File: src/hw/rtl/plt_pkg.sv
// types and constants shared by the lightness tone curve pipeline
`timescale 1ns / 1ps

package plt_pkg;

   localparam int PIX_W = 8;
   localparam int NUM_W = 17;
   localparam int DEN_W = 9;
   localparam int OFS_W = 9;
   localparam int CSR_IDX_W = 1;

   localparam logic [PIX_W-1:0] PIX_MAX = 8'd255;

   localparam logic [CSR_IDX_W-1:0] CSR_MODE = 1'b0;
   localparam logic [CSR_IDX_W-1:0] CSR_OFFSET = 1'b1;

   localparam logic MODE_INVERT = 1'b0;
   localparam logic MODE_CURVE = 1'b1;

   typedef enum logic [1:0] {
      KIND_DIRECT,
      KIND_QUO,
      KIND_INV_QUO
   } kind_type;

   typedef struct packed {
      kind_type         kind;
      logic [PIX_W-1:0] direct;
      logic [DEN_W-1:0] mul_a;
      logic [PIX_W-1:0] mul_b;
      logic [DEN_W-1:0] den;
      logic             ceil_add;
   } prep_type;

   typedef struct packed {
      kind_type         kind;
      logic [PIX_W-1:0] direct;
      logic [NUM_W-1:0] rem;
      logic [DEN_W-1:0] den;
      logic [PIX_W-1:0] quo;
   } div_type;

endpackage

File: src/hw/rtl/plt_prep.sv
// first stage: knee position, segment select and divider operands
`timescale 1ns / 1ps

module plt_prep (
   input  logic                       clock,
   input  logic                       reset,
   input  logic                       load,
   input  logic                       in_valid,
   input  logic [plt_pkg::PIX_W-1:0]  pixel,
   input  logic                       mode,
   input  logic [plt_pkg::OFS_W-1:0]  offset,
   output logic                       out_valid_ff,
   output plt_pkg::prep_type          out_ff
);
   import plt_pkg::*;

   logic signed [10:0] h_ext;
   logic signed [10:0] x2_s;
   logic signed [10:0] y2_s;
   logic [9:0]         x2;
   logic [9:0]         y2;
   logic [9:0]         v2;
   prep_type           out_in;

   always_comb begin
      // most negative code saturates to -255
      if (offset == 9'h100) begin
         h_ext = -11'sd255;
      end else begin
         h_ext = 11'(signed'(offset));
      end
      x2_s = 11'sd255 + h_ext;
      y2_s = 11'sd255 - h_ext;
      x2 = x2_s[9:0];
      y2 = y2_s[9:0];
      v2 = {1'b0, pixel, 1'b0};

      out_in.kind = KIND_DIRECT;
      out_in.direct = '0;
      out_in.mul_a = '0;
      out_in.mul_b = '0;
      out_in.den = DEN_W'(1);
      out_in.ceil_add = 1'b0;

      if (mode == MODE_INVERT) begin
         out_in.direct = PIX_MAX - pixel;
      end else if (x2 == '0) begin
         out_in.direct = PIX_MAX;
      end else if (y2 == '0) begin
         out_in.direct = '0;
      end else if (v2 == x2) begin
         out_in.direct = y2[8:1];
      end else if (v2 < x2) begin
         // rising segment: y2*v / x2
         out_in.kind = KIND_QUO;
         out_in.mul_a = y2[DEN_W-1:0];
         out_in.mul_b = pixel;
         out_in.den = x2[DEN_W-1:0];
      end else begin
         // upper segment: 255 - ceil(x2*(255-v) / y2)
         out_in.kind = KIND_INV_QUO;
         out_in.mul_a = x2[DEN_W-1:0];
         out_in.mul_b = PIX_MAX - pixel;
         out_in.den = y2[DEN_W-1:0];
         out_in.ceil_add = 1'b1;
      end
   end

   always_ff @(posedge clock) begin
      if (reset) begin
         out_valid_ff <= 1'b0;
      end else if (load) begin
         out_valid_ff <= in_valid;
      end
   end

   always_ff @(posedge clock) begin
      if (load) begin
         out_ff <= out_in;
      end
   end

endmodule

File: src/hw/rtl/plt_mult.sv
// second stage: numerator product with rounding bias
`timescale 1ns / 1ps

module plt_mult (
   input  logic              clock,
   input  logic              reset,
   input  logic              load,
   input  logic              in_valid,
   input  plt_pkg::prep_type in_data,
   output logic              out_valid_ff,
   output plt_pkg::div_type  out_ff
);
   import plt_pkg::*;

   logic [NUM_W-1:0] prod;
   logic [NUM_W-1:0] bias;
   div_type          out_in;

   always_comb begin
      prod = NUM_W'(in_data.mul_a) * NUM_W'(in_data.mul_b);
      // den - 1 turns the floor division into a ceiling
      bias = in_data.ceil_add ? (NUM_W'(in_data.den) - NUM_W'(1)) : '0;
      out_in.kind = in_data.kind;
      out_in.direct = in_data.direct;
      out_in.rem = prod + bias;
      out_in.den = in_data.den;
      out_in.quo = '0;
   end

   always_ff @(posedge clock) begin
      if (reset) begin
         out_valid_ff <= 1'b0;
      end else if (load) begin
         out_valid_ff <= in_valid;
      end
   end

   always_ff @(posedge clock) begin
      if (load) begin
         out_ff <= out_in;
      end
   end

endmodule

File: src/hw/rtl/plt_div_step.sv
// restoring divider stage, two quotient bits per stage
`timescale 1ns / 1ps

module plt_div_step #(
   parameter int BIT_HI = 7
) (
   input  logic             clock,
   input  logic             reset,
   input  logic             load,
   input  logic             in_valid,
   input  plt_pkg::div_type in_data,
   output logic             out_valid_ff,
   output plt_pkg::div_type out_ff
);
   import plt_pkg::*;

   localparam int BIT_LO = BIT_HI - 1;

   logic [NUM_W-1:0] d_hi;
   logic [NUM_W-1:0] d_lo;
   logic [NUM_W-1:0] rem_mid;
   div_type          out_in;

   always_comb begin
      d_hi = NUM_W'(in_data.den) << BIT_HI;
      d_lo = NUM_W'(in_data.den) << BIT_LO;
      out_in = in_data;

      rem_mid = in_data.rem;
      if (in_data.rem >= d_hi) begin
         rem_mid = in_data.rem - d_hi;
         out_in.quo[BIT_HI] = 1'b1;
      end

      out_in.rem = rem_mid;
      if (rem_mid >= d_lo) begin
         out_in.rem = rem_mid - d_lo;
         out_in.quo[BIT_LO] = 1'b1;
      end
   end

   always_ff @(posedge clock) begin
      if (reset) begin
         out_valid_ff <= 1'b0;
      end else if (load) begin
         out_valid_ff <= in_valid;
      end
   end

   always_ff @(posedge clock) begin
      if (load) begin
         out_ff <= out_in;
      end
   end

endmodule

File: src/hw/rtl/pixel_lightness_tone_curve.sv
// top level of the pixel lightness tone curve pipeline
`timescale 1ns / 1ps

//  channel   direction   signals                               word
//  req       in          req_valid req_ready req_pixel_in      one 8-bit channel value
//  rsp       out         rsp_valid rsp_ready rsp_pixel_out     one mapped 8-bit value
//  csr       in          csr_wr_en csr_index csr_wdata         register write, no wait
//
//  seven register stages: prep, multiply, four divider stages, output register
//  one word per cycle sustained while rsp_ready is held high
//  the divider retires two quotient bits per stage
//  each stage moves when it is empty or the stage after it moves, so bubbles
//  fill up behind a stalled output; reset clears all valid bits and the csrs
//  reset values: mode selects the curve, offset zero

module pixel_lightness_tone_curve (
   input  logic                         clock,
   input  logic                         reset,
   input  logic                         req_valid,
   output logic                         req_ready,
   input  logic [plt_pkg::PIX_W-1:0]    req_pixel_in,
   output logic                         rsp_valid,
   input  logic                         rsp_ready,
   output logic [plt_pkg::PIX_W-1:0]    rsp_pixel_out,
   input  logic                         csr_wr_en,
   input  logic [plt_pkg::CSR_IDX_W-1:0] csr_index,
   input  logic [plt_pkg::OFS_W-1:0]    csr_wdata
);
   import plt_pkg::*;

   localparam int DIV_STAGES = 4;

   // configuration registers
   logic             mode_ff;
   logic [OFS_W-1:0] offset_ff;

   // stage handshake
   logic                  prep_valid;
   prep_type              prep_data;
   logic                  prep_en;
   logic                  mult_valid;
   div_type               mult_data;
   logic                  mult_en;
   logic [DIV_STAGES-1:0] div_valid;
   div_type               div_data [DIV_STAGES];
   logic [DIV_STAGES-1:0] div_en;
   logic                  out_en;

   // output register
   logic             rsp_valid_ff;
   logic [PIX_W-1:0] rsp_pixel_ff;
   logic [PIX_W-1:0] rsp_pixel_in;

   always_ff @(posedge clock) begin
      if (reset) begin
         mode_ff <= MODE_CURVE;
         offset_ff <= '0;
      end else if (csr_wr_en) begin
         case (csr_index)
            CSR_MODE: begin
               mode_ff <= csr_wdata[0];
            end
            CSR_OFFSET: begin
               offset_ff <= csr_wdata;
            end
            default: begin
            end
         endcase
      end
   end

   // enable chain, back from the output register
   always_comb begin
      out_en = !rsp_valid_ff || rsp_ready;
      div_en[DIV_STAGES-1] = !div_valid[DIV_STAGES-1] || out_en;
      for (int i = DIV_STAGES - 2; i >= 0; i--) begin
         div_en[i] = !div_valid[i] || div_en[i+1];
      end
      mult_en = !mult_valid || div_en[0];
      prep_en = !prep_valid || mult_en;
   end

   assign req_ready = prep_en;

   plt_prep u_prep (
      .clock        (clock),
      .reset        (reset),
      .load         (prep_en),
      .in_valid     (req_valid),
      .pixel        (req_pixel_in),
      .mode         (mode_ff),
      .offset       (offset_ff),
      .out_valid_ff (prep_valid),
      .out_ff       (prep_data)
   );

   plt_mult u_mult (
      .clock        (clock),
      .reset        (reset),
      .load         (mult_en),
      .in_valid     (prep_valid),
      .in_data      (prep_data),
      .out_valid_ff (mult_valid),
      .out_ff       (mult_data)
   );

   // quotient fits eight bits on both segments, so bits 7 down to 0 suffice
   for (genvar g = 0; g < DIV_STAGES; g++) begin : g_div
      if (g == 0) begin : g_first
         plt_div_step #(
            .BIT_HI (PIX_W - 1)
         ) u_step (
            .clock        (clock),
            .reset        (reset),
            .load         (div_en[g]),
            .in_valid     (mult_valid),
            .in_data      (mult_data),
            .out_valid_ff (div_valid[g]),
            .out_ff       (div_data[g])
         );
      end else begin : g_rest
         plt_div_step #(
            .BIT_HI (PIX_W - 1 - 2 * g)
         ) u_step (
            .clock        (clock),
            .reset        (reset),
            .load         (div_en[g]),
            .in_valid     (div_valid[g-1]),
            .in_data      (div_data[g-1]),
            .out_valid_ff (div_valid[g]),
            .out_ff       (div_data[g])
         );
      end
   end

   // pick the direct value, the quotient, or its mirror from 255
   always_comb begin
      case (div_data[DIV_STAGES-1].kind)
         KIND_QUO: begin
            rsp_pixel_in = div_data[DIV_STAGES-1].quo;
         end
         KIND_INV_QUO: begin
            rsp_pixel_in = PIX_MAX - div_data[DIV_STAGES-1].quo;
         end
         default: begin
            rsp_pixel_in = div_data[DIV_STAGES-1].direct;
         end
      endcase
   end

   always_ff @(posedge clock) begin
      if (reset) begin
         rsp_valid_ff <= 1'b0;
      end else if (out_en) begin
         rsp_valid_ff <= div_valid[DIV_STAGES-1];
      end
   end

   always_ff @(posedge clock) begin
      if (out_en) begin
         rsp_pixel_ff <= rsp_pixel_in;
      end
   end

   assign rsp_valid = rsp_valid_ff;
   assign rsp_pixel_out = rsp_pixel_ff;

endmodule
File: config.mk
export PLATFORM = sky130hd
export DESIGN_NAME = pixel_lightness_tone_curve
export DESIGN_NICKNAME = d
export VERILOG_FILES = /design/src/hw/rtl/plt_pkg.sv /design/src/hw/rtl/plt_prep.sv /design/src/hw/rtl/plt_mult.sv /design/src/hw/rtl/plt_div_step.sv /design/src/hw/rtl/pixel_lightness_tone_curve.sv
export SDC_FILE = /design/constraint.sdc
export NUM_CORES = 1
export LEC_CHECK = 0
export BUFFER_PORTS_ARGS = -buffer_cell sky130_fd_sc_hd__buf_2
export CORE_MARGIN = 2
export CORE_UTILIZATION = 65
export CTS_BUF_LIST = sky130_fd_sc_hd__clkbuf_8
export DETAILED_ROUTE_END_ITERATION = 6
export GPL_ROUTABILITY_DRIVEN = 0
export PLACE_DENSITY = 0.83
export SYNTH_ARGS = -nofsm -noshare
export SYNTH_HDL_FRONTEND = slang
export SYNTH_HIERARCHICAL = 1
export SYNTH_SLANG_ARGS = --single-unit
File: constraint.sdc
create_clock -name clock -period 7.7 [get_ports clock]
set_input_delay 0.385 -clock clock [delete_from_list [all_inputs] [get_ports clock]]
set_output_delay 0.385 -clock clock [all_outputs]
set_load 0.005 [all_outputs]
* After elaboration in Yosys (flattened, before gate mapping)
Index checks and enable logic that the tools add are counted.
W data, S select, Z words.
** Cells by class
- Mux-type cells :: 17
- Add/subtract/negate cells :: 13
- Bitwise logic cells :: 2
- Multipliers :: 1
- Magnitude comparators :: 9
- Equal/unequal tests :: 4
- Reductions and logical operators :: 19
** Operators by type and width (number)
- $mux W17 :: 8
- $mux W8 :: 4
- $mux W26 :: 1
- $logic_not A10 Y1 :: 2
- $add A17 B17 Y17 :: 1
- $ge A17 B10 Y1 :: 1
- $ge A17 B11 Y1 :: 1
- $ge A17 B12 Y1 :: 1
- $ge A17 B13 Y1 :: 1
- $ge A17 B14 Y1 :: 1
- $ge A17 B15 Y1 :: 1
- $ge A17 B16 Y1 :: 1
- $ge A17 B9 Y1 :: 1
- $mul A9 B8 Y17 :: 1
- $sub A17 B10 Y17 :: 1
- $sub A17 B11 Y17 :: 1
- $sub A17 B12 Y17 :: 1
- $sub A17 B13 Y17 :: 1
- $sub A17 B14 Y17 :: 1
- $sub A17 B15 Y17 :: 1
- $sub A17 B16 Y17 :: 1
- $pmux W8 S2 :: 1
- $sub A8 B8 Y8 const A :: 2
- $add A9 B10 Y10 const A :: 1
- 15 further kinds :: 29
** Storage, ports and cells
- Word-level logic and storage cells :: 110
- Output and inout port bits :: 10
- Input bits :: 23
- Flip-flop bits (word level) :: 236

* Longest topological paths before layout
Gate-level depths: netlist (run 1).
- Word-level depth :: 8
- Depth in mapped cells :: 20

* Cells and area by module
Netlist (run 1), hierarchy kept.
** Modules (own cells, without submodules)
- plt_mult :: cells an instance 418, area an instance 4146.5 sq um, times used 1
- plt_div_step (g_div[3].g_rest.u_step) :: cells an instance 252, area an instance 2852.7 sq um, times used 1
- plt_div_step (g_div[2].g_rest.u_step) :: cells an instance 236, area an instance 2741.4 sq um, times used 1
- plt_div_step (g_div[1].g_rest.u_step) :: cells an instance 232, area an instance 2707.6 sq um, times used 1
- plt_div_step (g_div[0].g_first.u_step) :: cells an instance 204, area an instance 2536.2 sq um, times used 1
- plt_prep :: cells an instance 201, area an instance 2339.7 sq um, times used 1
- pixel_lightness_tone_curve :: cells an instance 95, area an instance 955.9 sq um, times used 1

* Least setup slack after synthesis (run 1)
No wires, ideal clock.
- Path type :: flip-flop to flip-flop
- Start point :: register g_div[1].g_rest.u_step/out_ff[20] (netlist bit)
- End point :: register g_div[2].g_rest.u_step/out_ff[20] (netlist bit), data pin
- Setup time :: 0.260 ns
- Path slack :: 2.672 ns
- Required time :: 7.440 ns
- Arrival time :: 4.768 ns
- Stages on the path, launching flop included :: 20
- Cell sequence :: edfxtp_1 > inv_1 > ha_1 > inv_1 > fa_1 > a21o_1 > a221oi_1 > nor2_1 > nor2_1 > clkbuf_1 > nand2_1 > o21ai_0 > ha_1 > nor2b_1 > o31ai_1 > a21oi_1 > a41oi_1 > o2111ai_1 > nor4_4 > mux2_2
** RTL lines
- from (decl) :: line plt_div_step.sv:13 : output plt_pkg::div_type out_ff
- from (signal assigned) :: line plt_div_step.sv:52 : out_ff <= out_in;
- to (signal assigned) :: line plt_div_step.sv:52
- to (decl) :: line plt_div_step.sv:13

==> flow_summary.yaml, run 1 <==
setup_path:
  reg2reg_slack_ns: 1.50
  r2r-end: "g_div[2].g_rest.u_step/out_ff[23]"
  critPathArrivalTime_ns: 6.49
  worst_ep_required_time_ns: 8.00
  timing.critical_path.fanout_max: 13
  cp-start-kind: "flop"
  worst_setup_path_end_kind: "flop"
  r2r_start: "g_div[1].g_rest.u_step/out_ff[20]"
  critical_setup_path_kind: "flop to flop"
  reg2regPathDepth: 17
floorplan:
  die_width_um: 166
  die_height_um: 166
  core-area_um2: 25900
  start_util: 0.658
  floorplan.rows: 59
  design.die.area_um2: 27500
  floorplan.io_pins: 33
grt:
  grt-ovfl-total: 0
  grt.total_usage: 0.262
  grt_start_max_net_pins: 46
  number_of_antenna_violations_at_the_first_check_in_global_routing: 0
  grt_pass1_vias: 12400
  grt_first_pass_wirelength_um: 59500
min_path:
  worstHoldPathCells: 3
  min-delay-path-class: "primary input to flop"
  hold_start: "csr_wdata[3]"
  worstHoldEndpoint: "offset_ff[3]"
place:
  hpwlAfterDp_um: 26100
  dp.cells: 1883
  io_buffers: 32
job:
  cap_viol_max_count: 0
clock_tree:
  post-cts-setup-buffer-count: 0
  htreeDepth: 2
  cts_num_sinks: 247
  clk_path_buf_depth: 3
  post_cts.resized_instances: 0
  clk_root_buffer_cell: "sky130_fd_sc_hd__clkbuf_8"
  worst_skew_pair.late_latency_ns: 0.57
  hold_buf_count_cts: 0
  number_of_buffers_added_by_the_clock_tree_synthesis_step: 42
  clock_tree_from_tritoncts: "yes"
  cts.reportedPaths.clkPinSlew_ns: 0.06
drt:
  detail_route.first_pass.iterations: 7
  detail_route.iter0.violations: 921
  vias: 12000
  antenna_violation_net_count_after_detailed_routing: 0
  vias_per_cell: 6.13
  detail_route.drc_violations: 0
  finalWirelength_um: 35700
  wire_per_inst_um: 18.2
sta:
  drv_slew: 0
  min_period_over_period: 0.805
  finalSetupTns_ns: 0
  timing_hold_violations_final: 0
  timing.hold.ws_ns: 0.0779
  relSlewSlack: 0.246
  transition_at_the_pin_with_the_smallest_max_transition_slack_ns: 1.13
  finClkSkew_ns: 0.0275
  clock.fmax_ghz: 0.161
  setup_viol_count_final: 0
  period_needed_ns: 6.20
  grt_setup_unrepaired: "false"
cells_and_area:
  finalNonFillerCells: 1961
  final_core_util: 0.705
  diodes: 0
  nNetsFinal: 1800
  final_layout_size_suffix_gt1_frac: 0.127
  syn2layout_area_growth_pct: 7.24
logic_synthesis:
  syn_area_per_cell_um2: 11.0
  synth_area_um2: 17000
  synthesis.instances: 1550
  synthesis_warnings: 6
run_status:
  run_status: "completed"
layer usage:
metal | wire length [µm] | vias up | GRT usage
li1 | - | 5658 | -
met1 | 14200 | 5797 | 0.307
met2 | 18200 | 444 | 0.467
met3 | 1640 | 128 | 0.0365
met4 | 1770 | 0 | 0.140
met5 | 0 | - | 0
final cells by class:
class	instances	area, µm²
multi-input cells	1085	8850
clock inverters	33	272
inverters	181	679
clock buffers	45	619
flip-flops and latches	247	7250
well taps	335	419
repair buffers	35	183
fillers	1772	7640
how the worst max path moves through the flow:
| stage | start | to | slack, ns | cells past startpoint |
|---|---|---|---|---|
| 2_1_floorplan | g_div[1].g_rest.u_step/out_ff[20] | g_div[2].g_rest.u_step/out_ff[20] | 2.67 | 19 |
| 3_3_place_gp | g_div[1].g_rest.u_step/out_ff[20] | g_div[2].g_rest.u_step/out_ff[23] | 1.90 | 17 |
| 3_5_place_dp | g_div[1].g_rest.u_step/out_ff[20] | g_div[2].g_rest.u_step/out_ff[23] | 1.74 | 17 |
| 4_1_cts | g_div[1].g_rest.u_step/out_ff[20] | g_div[2].g_rest.u_step/out_ff[23] | 1.66 | 17 |
| 5_1_grt | g_div[1].g_rest.u_step/out_ff[20] | g_div[2].g_rest.u_step/out_ff[23] | 1.29 | 17 |
| 6_report | g_div[1].g_rest.u_step/out_ff[20] | g_div[2].g_rest.u_step/out_ff[23] | 1.50 | 17 |
worst max-delay path, stage by stage, from the launching register on:
cell and delay [ns]:
sky130_fd_sc_hd__edfxtp_1 0.39, sky130_fd_sc_hd__inv_1 0.07, sky130_fd_sc_hd__ha_1 0.17, sky130_fd_sc_hd__inv_1 0.06, sky130_fd_sc_hd__fa_1 0.40, sky130_fd_sc_hd__a21o_1 0.22, sky130_fd_sc_hd__a221oi_1 0.56, sky130_fd_sc_hd__nor2_1 0.21
sky130_fd_sc_hd__nor2_1 0.64, sky130_fd_sc_hd__o21ai_0 0.35, sky130_fd_sc_hd__ha_1 0.40, sky130_fd_sc_hd__nor2b_1 0.15, sky130_fd_sc_hd__o31ai_1 0.34, sky130_fd_sc_hd__a21oi_1 0.15, sky130_fd_sc_hd__a41oi_1 0.45, sky130_fd_sc_hd__o2111ai_1 0.29
sky130_fd_sc_hd__nor4_4 0.65, sky130_fd_sc_hd__mux2_2 0.42
placed cells by master (no fill, tap or decap), types with 8 or more instances in the layout:
cell / n
sky130_fd_sc_hd__nor2b_1: 12
sky130_fd_sc_hd__a21oi_1: 68
sky130_fd_sc_hd__nand4_1: 14
sky130_fd_sc_hd__or4_1: 8
sky130_fd_sc_hd__xnor2_1: 50
sky130_fd_sc_hd__o21ai_0: 51
sky130_fd_sc_hd__nor3_1: 25
sky130_fd_sc_hd__a2bb2oi_1: 8
sky130_fd_sc_hd__nand2b_1: 15
sky130_fd_sc_hd__edfxtp_1: 230
sky130_fd_sc_hd__clkbuf_8: 45
sky130_fd_sc_hd__ha_1: 121
sky130_fd_sc_hd__xor2_1: 24
sky130_fd_sc_hd__nor2_1: 89
sky130_fd_sc_hd__buf_2: 32
sky130_fd_sc_hd__and2_1: 37
sky130_fd_sc_hd__mux2_2: 25
sky130_fd_sc_hd__a211oi_1: 18
sky130_fd_sc_hd__o31ai_1: 8
sky130_fd_sc_hd__a21o_1: 25
sky130_fd_sc_hd__clkinv_1: 8
sky130_fd_sc_hd__fa_1: 64
sky130_fd_sc_hd__a21bo_2: 9
sky130_fd_sc_hd__a31oi_1: 9
sky130_fd_sc_hd__inv_1: 193
sky130_fd_sc_hd__o21ai_1: 12
sky130_fd_sc_hd__conb_1: 8
sky130_fd_sc_hd__dfxtp_1: 17
sky130_fd_sc_hd__or3_1: 11
sky130_fd_sc_hd__or2_2: 8
sky130_fd_sc_hd__o21a_1: 21
sky130_fd_sc_hd__mux2_4: 8
sky130_fd_sc_hd__mux2i_1: 23
sky130_fd_sc_hd__and3_1: 10
sky130_fd_sc_hd__nand3_1: 32
sky130_fd_sc_hd__nor4_1: 13
sky130_fd_sc_hd__a21oi_2: 8
sky130_fd_sc_hd__o211ai_1: 19
sky130_fd_sc_hd__nand2_1: 108
per-stage QoR:
step	instance area (µm²)	setup slack [ns]
after floorplan	17100	2.67
after global placement	17400	1.90
after detailed placement	17400	1.74
after CTS	18300	1.66
after global routing	18300	1.29
final	18300	1.50
registers in the layout, summed over array words and instances (netlist names):
name / flops
u_mult/out_valid_ff: 1
mode_ff: 1
u_prep/out_ff: 36
g_div.g_first.u_step/out_ff: 44
g_div.g_rest.u_step/out_valid_ff: 3
offset_ff: 9
u_mult/out_ff: 36
g_div.g_first.u_step/out_valid_ff: 1
rsp_valid: 1
u_prep/out_valid_ff: 1
rsp_pixel_out: 8
g_div.g_rest.u_step/out_ff: 106
Power of run 1 is left out: the tool's default activity adds up to more than one toggle a clock period on the data nets, which glitch-free logic cannot reach.
==> inputs of run 2 (changes only) <==
--- a/config.mk
+++ b/config.mk
@@ -5,6 +5,7 @@
 export SDC_FILE = /design/constraint.sdc
 export NUM_CORES = 1
 export LEC_CHECK = 0
+export ABC_AREA = 1
 export BUFFER_PORTS_ARGS = -buffer_cell sky130_fd_sc_hd__buf_2
 export CORE_MARGIN = 2
 export CORE_UTILIZATION = 65
==> constraint.sdc (replaced) <==
create_clock -name clock -period 6.3 [get_ports clock]
set_input_delay 0.315 -clock clock [delete_from_list [all_inputs] [get_ports clock]]
set_output_delay 0.315 -clock clock [all_outputs]
set_load 0.005 [all_outputs]
==> flow_summary.yaml, run 2 <==
job:
  cap_viol_max_count: 0
floorplan:
  die_width_um: 174
  start_util: 0.660
  design.die.area_um2: 30400
  floorplan.rows: 62
  floorplan.io_pins: 33
  core-area_um2: 28600
  die_height_um: 174
logic_synthesis:
  synthesis_warnings: 6
  syn_area_per_cell_um2: 8.38
  synthesis.instances: 2255
  synth_area_um2: 18900
setup_path:
  critPathSlowestCell: "sky130_fd_sc_hd__fa_1"
  worst_setup_path_end_kind: "flop"
  r2r-end: "u_mult/out_ff[30]"
  worstPathCellList: "inv_1 > ha_1 > nand2_1 > nor3_1 > nand3_1 > nand2_1 > nand3_1 > fa_1 > fa_1 > inv_1 > fa_1 > inv_1 > fa_1 > inv_1 > ha_1 > nand2_1 > nor2_1 > o21ai_0 > nand3_1 > nand2_1 > nand2_1"
  reg2regPathDepth: 21
  r2r_start: "u_prep/out_ff[1]"
  timing.critical_path.fanout_max: 4
  critPathArrivalTime_ns: 5.33
  worst_ep_required_time_ns: 6.61
  reg2reg_slack_ns: 1.29
  critical_setup_path_kind: "flop to flop"
  critical_path.most_common_cell: "sky130_fd_sc_hd__nand2_1"
  cp-start-kind: "flop"
  cp_slowest_stage_delay_ns: 0.53
grt:
  grt_start_max_net_pins: 46
  grt-ovfl-total: 0
  globalRouteMet3Util: 0.0411
  number_of_antenna_violations_at_the_first_check_in_global_routing: 0
  grt.total_usage: 0.272
  grt_busiest_layer: "met2"
  grt_first_pass_wirelength_um: 67800
  met1_usage: 0.315
  grt_pass1_vias: 14800
  fraction_of_met2_tracks_used_by_global_routing: 0.490
cells_and_area:
  syn2layout_area_growth_pct: 6.59
  top_regs: "g_div.g_rest.u_step/out_ff (106), g_div.g_first.u_step/out_ff (44)"
  nNetsFinal: 2500
  largest-register: "g_div.g_rest.u_step/out_ff"
  max_reg_flops: 106
  diodes: 0
  layout.cells.most_common_list: "sky130_fd_sc_hd__nand2_1 (586), sky130_fd_sc_hd__inv_1 (426), sky130_fd_sc_hd__edfxtp_1 (230)"
  most_common_cell_after_layout_fill_and_taps_aside: "sky130_fd_sc_hd__nand2_1"
  final_layout_size_suffix_gt1_frac: 0.124
sta:
  finalSetupTns_ns: 0
  relSlewSlack: 0.267
  grt_setup_unrepaired: "false"
  timing_hold_violations_final: 0
  finClkSkew_ns: 0.0343
  period_needed_ns: 5.01
  clock.fmax_ghz: 0.199
  drv_slew: 0
  min_period_over_period: 0.796
  transition_at_the_pin_with_the_smallest_max_transition_slack_ns: 1.10
  setup_viol_count_final: 0
drt:
  antenna_violation_net_count_after_detailed_routing: 0
  finalWirelength_um: 40200
  vias_per_cell: 5.43
  detail_route.first_pass.iterations: 6
  detail_route.drc_violations: 0
  wire_per_inst_um: 14.8
  detail_route.iter0.violations: 1040
  vias: 14700
min_path:
  min-delay-path-class: "primary input to flop"
  worstHoldPathCells: 3
  worstHoldEndpoint: "offset_ff[3]"
  hold_start: "csr_wdata[3]"
place:
  hpwlAfterDp_um: 30700
  io_buffers: 32
run_status:
  run_status: "completed"
clock_tree:
  cts.reportedPaths.clkPinSlew_ns: 0.06
  cts_num_sinks: 247
  clk_path_buf_depth: 3
  worst_skew_pair.late_latency_ns: 0.56
  clk_root_buffer_cell: "sky130_fd_sc_hd__clkbuf_8"
  htreeDepth: 2
  post-cts-setup-buffer-count: 0
  clock_tree_from_tritoncts: "yes"
  number_of_buffers_added_by_the_clock_tree_synthesis_step: 41
==> run 2: changes by cell type in the layout (fill, tap and decap cells not counted), moves of 22 or more <==
cell                      previous run  this run
sky130_fd_sc_hd__nand4_1            14        54
sky130_fd_sc_hd__nand2_1           108       586
sky130_fd_sc_hd__nand3_1            32       140
sky130_fd_sc_hd__inv_1             193       426
sky130_fd_sc_hd__and2_1             37         2
sky130_fd_sc_hd__mux2_2             25         0
sky130_fd_sc_hd__nand2_2             2        50
sky130_fd_sc_hd__a21o_1             25         3
sky130_fd_sc_hd__inv_2               0        30
sky130_fd_sc_hd__nor2_2              5        34
sky130_fd_sc_hd__xnor2_1            50        25
sky130_fd_sc_hd__nor2_1             89       148
==> run 2: final cells by class <==
class | count | area (µm²)
Inverter | 449 | 1700
Timing Repair Buffer | 37 | 203
Sequential cell | 247 | 7250
Tap cell | 384 | 480
Clock inverter | 29 | 258
Clock buffer | 45 | 619
Multi-Input combinational cell | 1516 | 9630
Fill cell | 2039 | 8490
==> run 2: timing repair <==
action                                 4_1_cts  5_1_grt
hold buffers                                 2        0
endpoints found under the hold margin        2        0
resized for setup                            0        0
==> run 2: worst max-delay path by stage <==
stage	from	to	slack [ns]	cells past startpoint
finish	u_prep/out_ff[1]	u_mult/out_ff[30]	1.29	21
global route	u_prep/out_ff[1]	u_mult/out_ff[30]	1.04	21
CTS	u_prep/out_ff[4]	u_mult/out_ff[27]	1.41	20
detailed placement	u_prep/out_ff[1]	u_mult/out_ff[27]	1.40	21
global placement	u_prep/out_ff[1]	u_mult/out_ff[30]	1.62	21
floorplan	u_prep/out_ff[1]	u_mult/out_ff[30]	1.89	19
==> run 2: metrics by stage <==
step	instance area, µm²	std cells	utilization	setup slack (ns)	hold WS (ns)
after floorplan	18900	2262	-	1.89	0.384
after global placement	19200	2631	0.672	1.62	0.400
after detailed placement	19200	2631	0.672	1.40	0.405
after CTS	20100	2707	0.703	1.41	0.000371
after global routing	20100	2707	0.703	1.04	0.0313
final	20100	2707	0.703	1.29	0.0212
==> run 2: layer usage <==
layer  wire [µm]  up-vias  share of wire
met1       15600     6774           0.39
met3        2280      140          0.057
met5           0        -              0
li1            -     7238              -
met4        1840        0          0.046
met2       20400      551           0.51
==> run 2: worst max-delay path: cells and delay by family (launching register included) <==
family                     cells  cell delay [ns]
adders and majority gates      6             2.56
DFF                            1             0.41
and+or+nand+nor               10             1.29
buffers and inverters          4             0.26
AOI/OAI and AO/OA              1             0.25
Power of run 2 is left out for the same reason.
